===== src/design/lrt_pkg.sv =====
`timescale 1ns / 1ps
`default_nettype none

package lrt_pkg;

  localparam int ENTRIES_DEF = 128;

  localparam int COORD_W    = 32;
  localparam int SEED_W     = 64;
  localparam int CAP_W      = 8;
  localparam int SLOT_OUT_W = 7;
  localparam int OCC_W      = 8;
  localparam int CFG_IDX_W  = 1;
  localparam int CFG_DATA_W = 64;

  localparam logic [CAP_W-1:0] CAP_RESET = 8'd128;

  // register indexes of the config port
  localparam logic [CFG_IDX_W-1:0] CFG_MASTER_SEED = 1'b0;
  localparam logic [CFG_IDX_W-1:0] CFG_CAPACITY    = 1'b1;

  // item mode
  localparam logic MODE_LOOKUP = 1'b0;
  localparam logic MODE_CLEAR  = 1'b1;

  // mixing constants for x, y and z
  localparam logic [SEED_W-1:0] MIX_K [3] = '{
    64'h9E37_79B9_7F4A_7C15,
    64'hBF58_476D_1CE4_E5B9,
    64'h1234_5678_9ABC_DEF0
  };

  typedef struct packed {
    logic [COORD_W-1:0] x;
    logic [COORD_W-1:0] y;
    logic [COORD_W-1:0] z;
  } coord3_t;

  typedef struct packed {
    logic capture;
    logic shift;
    logic load;
  } cell_ctrl_t;

  typedef enum logic [1:0] {
    ST_IDLE,
    ST_CMP,
    ST_UPD
  } state_e;

endpackage

`default_nettype wire


===== src/design/lrt_cell.sv =====
`timescale 1ns / 1ps
`default_nettype none

module lrt_cell #(
  parameter int SLOT_W = 7
) (
  input  wire                     clk_i,
  input  wire lrt_pkg::cell_ctrl_t ctrl_i,
  input  wire lrt_pkg::coord3_t   key_i,
  input  wire                     in_use_i,
  input  wire lrt_pkg::coord3_t   nb_coord_i,
  input  wire        [SLOT_W-1:0] nb_slot_i,
  input  wire        [SLOT_W-1:0] new_slot_i,
  output lrt_pkg::coord3_t        coord_o,
  output logic       [SLOT_W-1:0] slot_o,
  output logic                    match_o
);

  lrt_pkg::coord3_t  coord_q, coord_d;
  logic [SLOT_W-1:0] slot_q, slot_d;
  logic              match_q, match_d;

  always_comb begin
    coord_d = coord_q;
    slot_d  = slot_q;
    match_d = match_q;
    if (ctrl_i.capture) begin
      match_d = in_use_i && (coord_q == key_i);
    end
    if (ctrl_i.load) begin
      coord_d = key_i;
      slot_d  = new_slot_i;
    end else if (ctrl_i.shift) begin
      // move one place toward the least recent end
      coord_d = nb_coord_i;
      slot_d  = nb_slot_i;
    end
  end

  always_ff @(posedge clk_i) begin
    coord_q <= coord_d;
    slot_q  <= slot_d;
    match_q <= match_d;
  end

  assign coord_o = coord_q;
  assign slot_o  = slot_q;
  assign match_o = match_q;

endmodule

`default_nettype wire


===== config.mk =====
export PLATFORM = sky130hd
export DESIGN_NAME = lrt_cell
export DESIGN_NICKNAME = d
export VERILOG_FILES = /design/src/design/lrt_pkg.sv /design/src/design/lrt_cell.sv
export SDC_FILE = /design/constraint.sdc
export NUM_CORES = 1
export LEC_CHECK = 0
export ABC_AREA = 1
export BUFFER_PORTS_ARGS = -buffer_cell sky130_fd_sc_hd__buf_2
export CORE_MARGIN = 2
export CORE_UTILIZATION = 30
export DETAILED_ROUTE_END_ITERATION = 8
export MAX_ROUTING_LAYER = met4
export PLACE_DENSITY_LB_ADDON = 0.15
export REMOVE_ABC_BUFFERS = 1
export SKIP_CTS_REPAIR_TIMING = 1
export SYNTH_ARGS = -nofsm -noshare
export SYNTH_HDL_FRONTEND = slang
export SYNTH_SLANG_ARGS = --single-unit

===== constraint.sdc =====
create_clock -name clk_i -period 2.2 [get_ports clk_i]
set_input_delay 0.22 -clock clk_i [delete_from_list [all_inputs] [get_ports clk_i]]
set_output_delay 0.22 -clock clk_i [all_outputs]
set_load 0.01 [all_outputs]

==> results of run 1 <==
[cells by family after synthesis]
family                 after synthesis  share of synthesized area (%)
XOR/XNOR                            22                           3.17
buffers and inverters              156                           10.6
AO/OA/AOI/OAI                       82                           6.83
flip-flops                         104                           51.4
AND/OR/NAND/NOR                    451                           28.1
[power groups by stage]
stage	Combinational, mW	Clock, mW	Sequential (mW)
2_1_floorplan	0.482	0	2.73
3_3_place_gp	1.20	0	2.61
3_5_place_dp	1.20	0	2.62
4_1_cts	1.21	1.89	2.58
5_1_grt	1.34	1.95	2.61
6_report	1.18	1.83	2.58
[worst max-delay path by stage]
stage,slack [ps],end,cells past startpoint
after global routing,410,match_o$_DFFE_PP_,9
after global placement,650,match_o$_DFFE_PP_,9
after detailed placement,610,match_o$_DFFE_PP_,9
after CTS,590,match_o$_DFFE_PP_,9
after floorplan,280,coord_o[0]$_DFFE_PP_,1
final,650,match_o$_DFFE_PP_,9
[area by class of cell]
cell class	count	area [um2]	area share (%)
clock inverter	7	103	1.24
multi-input combinational	555	2320	28.0
inverter	133	502	6.06
antenna	3	7.51	0.0906
timing repair buffer	320	1670	20.1
clock buffer	9	225	2.72
sequential	104	3120	37.7
tap	270	338	4.08
[placed cells by master (no fill, tap or decap), types with 3 or more instances in the layout]
master / Yosys / routed
buf_12: 0 / 4
buf_2: 8 / 314
clkbuf_16: 0 / 9
diode_2: 0 / 3
edfxtp_1: 104 / 104
inv_1: 132 / 132
nand2_1: 392 / 392
nand3_1: 3 / 3
nand4_1: 3 / 3
nor2_1: 52 / 52
o21ai_0: 77 / 77
o22ai_1: 4 / 4
xnor2_1: 21 / 21
[metal layers]
layer	part of all wire (%)	up-vias
met4	1.9	0
met5	0	-
met2	47	169
met3	5.4	22
met1	45	2481
li1	-	3123
[state kept, by name, summed over array words and instances, names as in the netlist]
signal and flops:
slot_o 7, coord_o 96, match_o 1
[critical path, delay by kind of cell (launching register included)]
| family | cells | cell delay (ps) |
|---|---|---|
| DFF | 1 | 440 |
| AOI/OAI and AO/OA | 1 | 80 |
| and+or+nand+nor | 8 | 890 |
==> out/results.ini, run 1 <==
[run_status]
outcome = completed

[setup_path]
crit_path_max_fanout = 3
r2r_slack_ps = 650
reg2reg_depth = 9
r2r-end = match_o$_DFFE_PP_
arrival_ps = 1760
timing.rr.start = coord_o[49]$_DFFE_PP_
cpMaxStageDelayCell = edfxtp_1
crit_path_end_kind = flop
cp.required_ps = 2410
worstPathCellList = nand2_1 > o21ai_0 > nor2_1 > nand2_1 > nor2_1 > nand2_1 > nor2_1 > nand2_1 > nor2_1
critPathLaunch = coord_o[49]$_DFFE_PP_
crit_type = reg -> reg
worst_path_largest_cell_delay_ps = 440
start_kind = flop

[sta]
post-route-period-util_pct = 70.5
finalSetupViolCount = 0
hold_viol_final = 0
rsz0062_at_grt = no
min_period_ps = 1550
fin_ws_ps = 650
tns_ps = 0
skew_ps = 7.18
tightest_slew_ps = 352
fmaxAchievable_mhz = 645
relSlewSlack_pct = 76.4
holdWs_ps = 83.1
drv_slew = 0

[grt]
use_met3_pct = 3.91
grt_max_degree = 89
busiest_layer = met2
grtUsageMet1_pct = 23.0
grt_use_total_pct = 18.2
grt_pass1_vias = 5518
grt_pass1_wl_um = 29300
grt_overflow = 0
antenna_found_initial = 3
grt_use_met2_pct = 29.4

[synth]
synth_top_area_share_pct = 51.4
synth_edf_count = 104
synth_warnings = 0
yosysTopAreaCell = edfxtp_1
synth_cell_types = 17
seq_area_frac_synth_pct = 51.4
synth_ff_type = edfxtp_1
ys_top_cells_by_area = edfxtp_1 51%, nand2_1 24%, inv_1 8.1%, o21ai_0 6.3%, nor2_1 3.2%
synthTopCellsByCount = 392 x nand2_1, 132 x inv_1, 104 x edfxtp_1
synthCells = 815
async_reset_ff_share_pct = 0
synth_seq_cells = 104
synth_area_um2 = 6080
synth_most_common_cell = nand2_1
syn_area_per_cell_um2 = 7.46

[placement]
dpl_cell_area_um2 = 7950
dp_slack_ps = 607
port_buffers = 314
dp.cells = 1382
dp_hpwl_um = 15100
place_congestion = 0.833

[power]
combPwrFrac_pct = 21.2
p_int_mw = 3.96
ir_drop_uv = 448
p_sw_share_pct = 29.1
p_leak_nw = 4.47
power_density_nw_per_um2 = 675
power_frac_clock_pct = 32.7
switchingPower_mw = 1.63
finalPower_mw = 5.59
p_seq_share_pct = 46.1

[layout]
nets = 1334
layout.cells.non_filler = 1401
final.fill_count = 2177
drive_gt1_share_pct = 30.0
postLayoutCoreUtil_pct = 41.3
final_area_um2 = 8280
area_growth_pct = 36.2

[floorplanning]
dieArea_um2 = 21400
die_y_um = 146
start_util_pct = 30.3
die_w_um = 146
rows = 52
ios = 315
core_area_um2 = 20000

[routing]
drc = 0
drt-vias-per-instance = 4.14
vias = 5795
wl_per_cell_um = 13.8
dr.pass1.iters = 4
final_antenna_net_count = 0
drt_iter0_drc = 315
routed_wl_um = 19300

[cts]
ctsRootBufferMaster = clkbuf_16
max-clock-path-buffers = 2
cts_made_buffers = 9
clock_sinks = 104
cts_tree = built
htree_levels = 3
clk_pin_slew_ps = 80
clk-insertion-delay-late_ps = 350

[worst_hold_path]
worstHoldEndpoint = match_o$_DFFE_PP_
hold_depth = 1
worstHoldStart = ctrl_i[2]
holdCritPathClass = in -> reg

[flow_run]
drv_cap = 0

No activity file was read; power rests on OpenSTA's default activity.
==> inputs of run 2 (changes only) <==
==> constraint.sdc (replaced) <==
create_clock -name clk_i -period 1.6 [get_ports clk_i]
set_input_delay 0.16 -clock clk_i [delete_from_list [all_inputs] [get_ports clk_i]]
set_output_delay 0.16 -clock clk_i [all_outputs]
set_load 0.01 [all_outputs]
==> run 2 against run 1 <==
  * Highest routed layer unchanged
  * Register-to-register slack got worse by 480 ps
  * Critical path depth is the same
  * Clock skew increased by 2.4 ps
  * Clock power rose by 27%
  * Fmax rose by 8.2%
  * Sequential share of layout area fell by 0.14 points
  * Final cell count up 0.29%
  * Combinational power increased by 41%
==> out/results.ini, run 2 (same netlist as run 1, synthesis figures left out) <==
[placement]
place_congestion = 0.838  ; +0.59%
dp_hpwl_um = 15300  ; +1.7%
dp_slack_ps = -18.3  ; -625 ps
port_buffers = 314  ; unchanged

[cts]
clock_sinks = 104  ; unchanged
clk-insertion-delay-late_ps = 360  ; about the same
max-clock-path-buffers = 2  ; unchanged
cts_tree = built
ctsRootBufferMaster = clkbuf_16
htree_levels = 3  ; unchanged
clk_pin_slew_ps = 70  ; about the same
cts_made_buffers = 9  ; unchanged

[routing]
final_antenna_net_count = 0  ; unchanged
drc = 0  ; unchanged
drt-vias-per-instance = 4.23  ; +2.3%
vias = 5948  ; +2.6%
dr.pass1.iters = 4  ; unchanged
routed_wl_um = 19500  ; +1.3%
wl_per_cell_um = 13.9  ; +0.99%
drt_iter0_drc = 264  ; -16%

[setup_path]
start_kind = flop
crit_path_max_fanout = 3  ; unchanged
arrival_ps = 1650  ; -110 ps
crit_buf_inv = 0  ; unchanged
timing.rr.start = coord_o[39]$_DFFE_PP_
cp.required_ps = 1810  ; -600 ps
crit_type = reg -> reg
r2r_slack_ps = 170  ; -480 ps
cp_top_family = simple AND/OR/NAND/NOR gates
critPathLaunch = coord_o[39]$_DFFE_PP_
r2r-end = match_o$_DFFE_PP_
critical_path_cell_count = 9  ; unchanged
reg2reg_depth = 9  ; unchanged
worstPathCellList = nand2_1 > nand2_1 > nor2_1 > nand2_1 > nor2_1 > nand2_1 > nor2_1 > nand2_1 > nor2_1
crit_path_end_kind = flop
crit_path_end = match_o$_DFFE_PP_
cpMaxStageDelayCell = edfxtp_1
crit_top_cell = nand2_1
worst_path_largest_cell_delay_ps = 420  ; -20 ps

[sta]
finalSetupViolCount = 0  ; unchanged
relSlewSlack_pct = 77.9  ; +1.5 points
fmaxAchievable_mhz = 698  ; +8.2%
tightest_slew_ps = 331  ; -21.0 ps
drv_slew = 0  ; unchanged
skew_ps = 9.63  ; +2.45 ps
fin_ws_ps = 167  ; -482 ps
min_period_ps = 1430  ; -118 ps
post-route-period-util_pct = 89.5  ; +19 points
hold_viol_final = 0  ; unchanged

[grt]
grt_use_total_pct = 18.8  ; +0.58 points
antenna_found_initial = 2  ; -1
grt_max_degree = 53  ; -40%
grt_pass1_vias = 5752  ; +4.2%
grt_overflow = 0  ; unchanged
grt_pass1_wl_um = 30400  ; +3.7%

[run_status]
outcome = completed

[layout]
drive_gt1_share_pct = 30.5  ; +0.49 points
postLayoutCoreUtil_pct = 41.5  ; +0.16 points
layout_commonest_cell = nand2_1
nets = 1339  ; +0.37%
final_cell_mix = 392 x nand2_1, 314 x buf_2, 132 x inv_1, 104 x edfxtp_1, 77 x o21ai_0
area_growth_pct = 36.7
largest_reg_flops = 96  ; unchanged

[floorplanning]
core_area_um2 = 20000  ; unchanged
rows = 52  ; unchanged
die_y_um = 146  ; unchanged
start_util_pct = 30.3  ; unchanged
dieArea_um2 = 21400  ; unchanged
die_w_um = 146  ; unchanged
ios = 315  ; unchanged

[worst_hold_path]
holdCritPathClass = in -> reg
worstHoldStart = ctrl_i[2]

[power]
ir_drop_uv = 444  ; -0.93%
power_density_nw_per_um2 = 905  ; +34%
p_leak_nw = 4.49  ; +0.33%
finalPower_mw = 7.52  ; +35%

[flow_run]
drv_cap = 0  ; unchanged

==> run 2: through the flow <==
| stage | hold slack [ps] | setup TNS, ps | cells | instance area [um2] |
|---|---|---|---|---|
| 2_1_floorplan | 272 | -40170 | 792 | 5940 |
| 3_3_place_gp | 393 | 0 | 1385 | 7980 |
| 3_5_place_dp | 389 | -18.3 | 1385 | 7980 |
| 4_1_cts | 16.4 | -43.0 | 1401 | 8280 |
| 5_1_grt | 12.0 | -0.00921 | 1405 | 8310 |
| 6_report | 23.0 | 0 | 1405 | 8310 |
==> run 2: where the power goes <==
part	internal, mW	switching, mW
logic	0.713	0.942
registers	3.36	0.186
clock network	1.23	1.10
total	5.30	2.22
==> run 2: area by class of cell <==
cell class	count	area, um2
diodes	2	5.00
clock inverters	7	76.3
flip-flops and latches	104	3120
repair buffers	325	1720
fillers	2194	11700
multi-input cells	555	2330
inverters	133	502
well taps	270	338
clock buffers	9	225
==> run 2: how the worst min path moves through the flow <==
stage               slack, ps  depth (start not counted)                 to
floorplan                 270                          0  match_o$_DFFE_PP_
global placement          390                          1  match_o$_DFFE_PP_
detailed placement        390                          1  match_o$_DFFE_PP_
CTS                        20                          1  match_o$_DFFE_PP_
global route               10                          1  match_o$_DFFE_PP_
finish                     20                          1  match_o$_DFFE_PP_
==> run 2: routing by layer <==
metal  global-route usage [%]  up-vias  share of wire (%)
met1                     24.5     2585                 46
met3                     2.97       30                5.2
met5                        -        -                  0
li1                         -     3131                  -
met2                     29.4      202                 47
met4                     7.33        0                2.2
==> inputs of run 3 (changes only) <==
--- a/config.mk
+++ b/config.mk
@@ -7,9 +7,9 @@
 export LEC_CHECK = 0
 export ABC_AREA = 1
 export BUFFER_PORTS_ARGS = -buffer_cell sky130_fd_sc_hd__buf_2
-export CORE_MARGIN = 2
-export CORE_UTILIZATION = 30
+export CORE_AREA = 2 2 122 124
 export DETAILED_ROUTE_END_ITERATION = 8
+export DIE_AREA = 0 0 124 126
 export MAX_ROUTING_LAYER = met4
 export PLACE_DENSITY_LB_ADDON = 0.15
 export REMOVE_ABC_BUFFERS = 1
==> run 3 against run 2 <==
  * Fmax increased by 2.0%
  * Utilization increased by 16 points
  * Non-clock buffer count increased by 4
  * Sequential power about the same
  * Sequential share of layout area increased by 0.29 points
  * Power increased by 0.86%
  * Wire length decreased by 9.5%
  * Critical path depth unchanged
  * Largest power group unchanged
  * Clock skew decreased by 3.5 ps
==> out/results.ini, run 3 (same netlist as run 1, synthesis figures left out) <==
[run_status]
outcome = completed

[power]
power_density_nw_per_um2 = 920  ; +1.6%
p_leak_nw = 4.52  ; +0.77%
ir_drop_uv = 816  ; +84%

[layout]
layout.cells.non_filler = 1322  ; -5.9%
register_area_um2 = 3120  ; unchanged
final.fill_count = 1418  ; -35%
multi_input_area_um2 = 2320  ; -0.11%
largest_reg_flops = 96  ; unchanged
area_growth_pct = 35.7
nets = 1343  ; +0.30%
drive_gt1_share_pct = 30.7  ; +0.24 points
postLayoutCoreUtil_pct = 57.6  ; +16 points
final_cell_mix = 391 x nand2_1, 314 x buf_2, 132 x inv_1, 104 x edfxtp_1, 76 x o21ai_0
layout_commonest_cell = nand2_1

[cts]
clock_sinks = 104  ; unchanged
htree_levels = 3  ; unchanged
clk_pin_slew_ps = 70  ; about the same
max-clock-path-buffers = 2  ; unchanged
ctsRootBufferMaster = clkbuf_16
cts_made_buffers = 9  ; unchanged
clk-insertion-delay-late_ps = 350  ; about the same
cts_tree = built

[setup_path]
reg2reg_depth = 9  ; unchanged
r2r_slack_ps = 200  ; +30 ps
cpMaxStageDelayCell = edfxtp_1
worstPathCellList = nand2_1 > o21ai_0 > nor2_1 > nand2_1 > nor2_2 > nand2_1 > nor2_1 > nand2_1 > nor2_1
arrival_ps = 1620  ; -30 ps
cp.required_ps = 1820  ; about the same
crit_buf_inv = 0  ; unchanged
cp_top_family = simple AND/OR/NAND/NOR gates
r2r-end = match_o$_DFFE_PP_
timing.rr.start = coord_o[10]$_DFFE_PP_
crit_type = reg -> reg
worst_path_largest_cell_delay_ps = 410  ; about the same
start_kind = flop
crit_top_cell = nand2_1
crit_path_end_kind = flop
crit_path_max_fanout = 3  ; unchanged

[sta]
fmaxAchievable_mhz = 712  ; +2.0%
tns_ps = 0  ; unchanged
drv_slew = 0  ; unchanged
tightest_slew_ps = 343  ; +11.9 ps
min_period_ps = 1400  ; -27.8 ps
post-route-period-util_pct = 87.8  ; -1.7 points
skew_ps = 6.08  ; -3.55 ps
relSlewSlack_pct = 77.1  ; -0.80 points
finalSetupViolCount = 0  ; unchanged
rsz0062_at_grt = no
hold_viol_final = 0  ; unchanged
holdWs_ps = 31.6  ; +8.60 ps

[grt]
grt_use_total_pct = 22.8  ; +4.1 points
antenna_found_initial = 0  ; -2
grt_pass1_vias = 5376  ; -6.5%
grt_max_degree = 62  ; +17%
grt_pass1_wl_um = 26300  ; -13%
grt_overflow = 0  ; unchanged

[floorplanning]
die_y_um = 126  ; -14%
rows = 44  ; -15%
die_w_um = 124  ; -15%
dieArea_um2 = 15600  ; -27%
ios = 315  ; unchanged
start_util_pct = 42.5  ; +12 points
core_area_um2 = 14300  ; -29%

[placement]
place_congestion = 0.865  ; +3.1%
port_buffers = 314  ; unchanged
dp_hpwl_um = 14000  ; -8.4%
dp.cells = 1301  ; -6.1%

[worst_hold_path]
hold_depth = 1  ; unchanged
worstHoldStart = ctrl_i[2]
holdCritPathClass = in -> reg
worstHoldEndpoint = match_o$_DFFE_PP_

[routing]
final_antenna_net_count = 0  ; unchanged
dr.pass1.iters = 5  ; +1
wl_per_cell_um = 13.4  ; -3.9%
routed_wl_um = 17700  ; -9.5%
vias = 5972  ; +0.40%
drt_iter0_drc = 370  ; +40%
drt-vias-per-instance = 4.52  ; +6.7%
drc = 0  ; unchanged

[flow_run]
drv_cap = 0  ; unchanged

-- run 3: changes by cell type in the layout (fill, tap and decap cells not counted), sizes merged --
cell and change:
buf +4, clkinv +3, clkinvlp -2, inv -2, bufinv +1, diode -1
-- run 3: worst max path at each step --
stage,endpoint,cells after the start,from,slack (ps)
final,match_o$_DFFE_PP_,9,coord_o[10]$_DFFE_PP_,200
after detailed placement,match_o$_DFFE_PP_,9,coord_o[10]$_DFFE_PP_,130
after global placement,match_o$_DFFE_PP_,9,coord_o[49]$_DFFE_PP_,140
after floorplan,coord_o[0]$_DFFE_PP_,1,ctrl_i[1],-260
after CTS,match_o$_DFFE_PP_,9,coord_o[49]$_DFFE_PP_,100
after global routing,match_o$_DFFE_PP_,9,coord_o[10]$_DFFE_PP_,2
-- run 3: worst reg2reg max path, delay by kind of cell (launching register included) --
family | cells | cell delay [ps]
simple gates | 8 | 790
compound gates | 1 | 70
flops | 1 | 410
-- run 3: cell type report --
type	instances	share of cell area [%]
timing repair buffer	329	21.2
tap	184	2.79
sequential	104	37.9
inverter	133	6.08
antenna	1	0.0303
clock inverter	7	1.15
multi-input combinational	555	28.2
clock buffer	9	2.73
-- run 3: where the power goes --
part	switching [mW]	leakage [nW]	total (mW)	internal (mW)
clock	1.02	0.157	2.39	1.38
sequential	0.189	1.07	3.55	3.36
combinational	0.928	3.29	1.65	0.724
total	2.13	4.52	7.59	5.46
-- run 3: metrics by stage --
step / power (mW) / area, um2 / setup slack, ps
after floorplan: 4.41 / 5940 / -265
final: 7.59 / 8250 / 195
after global placement: 5.22 / 7890 / 145
after CTS: 7.64 / 8210 / 99.3
after global routing: 8.01 / 8250 / 1.79
after detailed placement: 5.25 / 7890 / 134
-- run 3: per-layer routing --
| metal | global-route usage [%] | share of wire (%) |
|---|---|---|
| met4 | 6.94 | 2.1 |
| met2 | 36.8 | 49 |
| met1 | 28.3 | 42 |
| met5 | - | 0 |
| met3 | 5.53 | 6.8 |
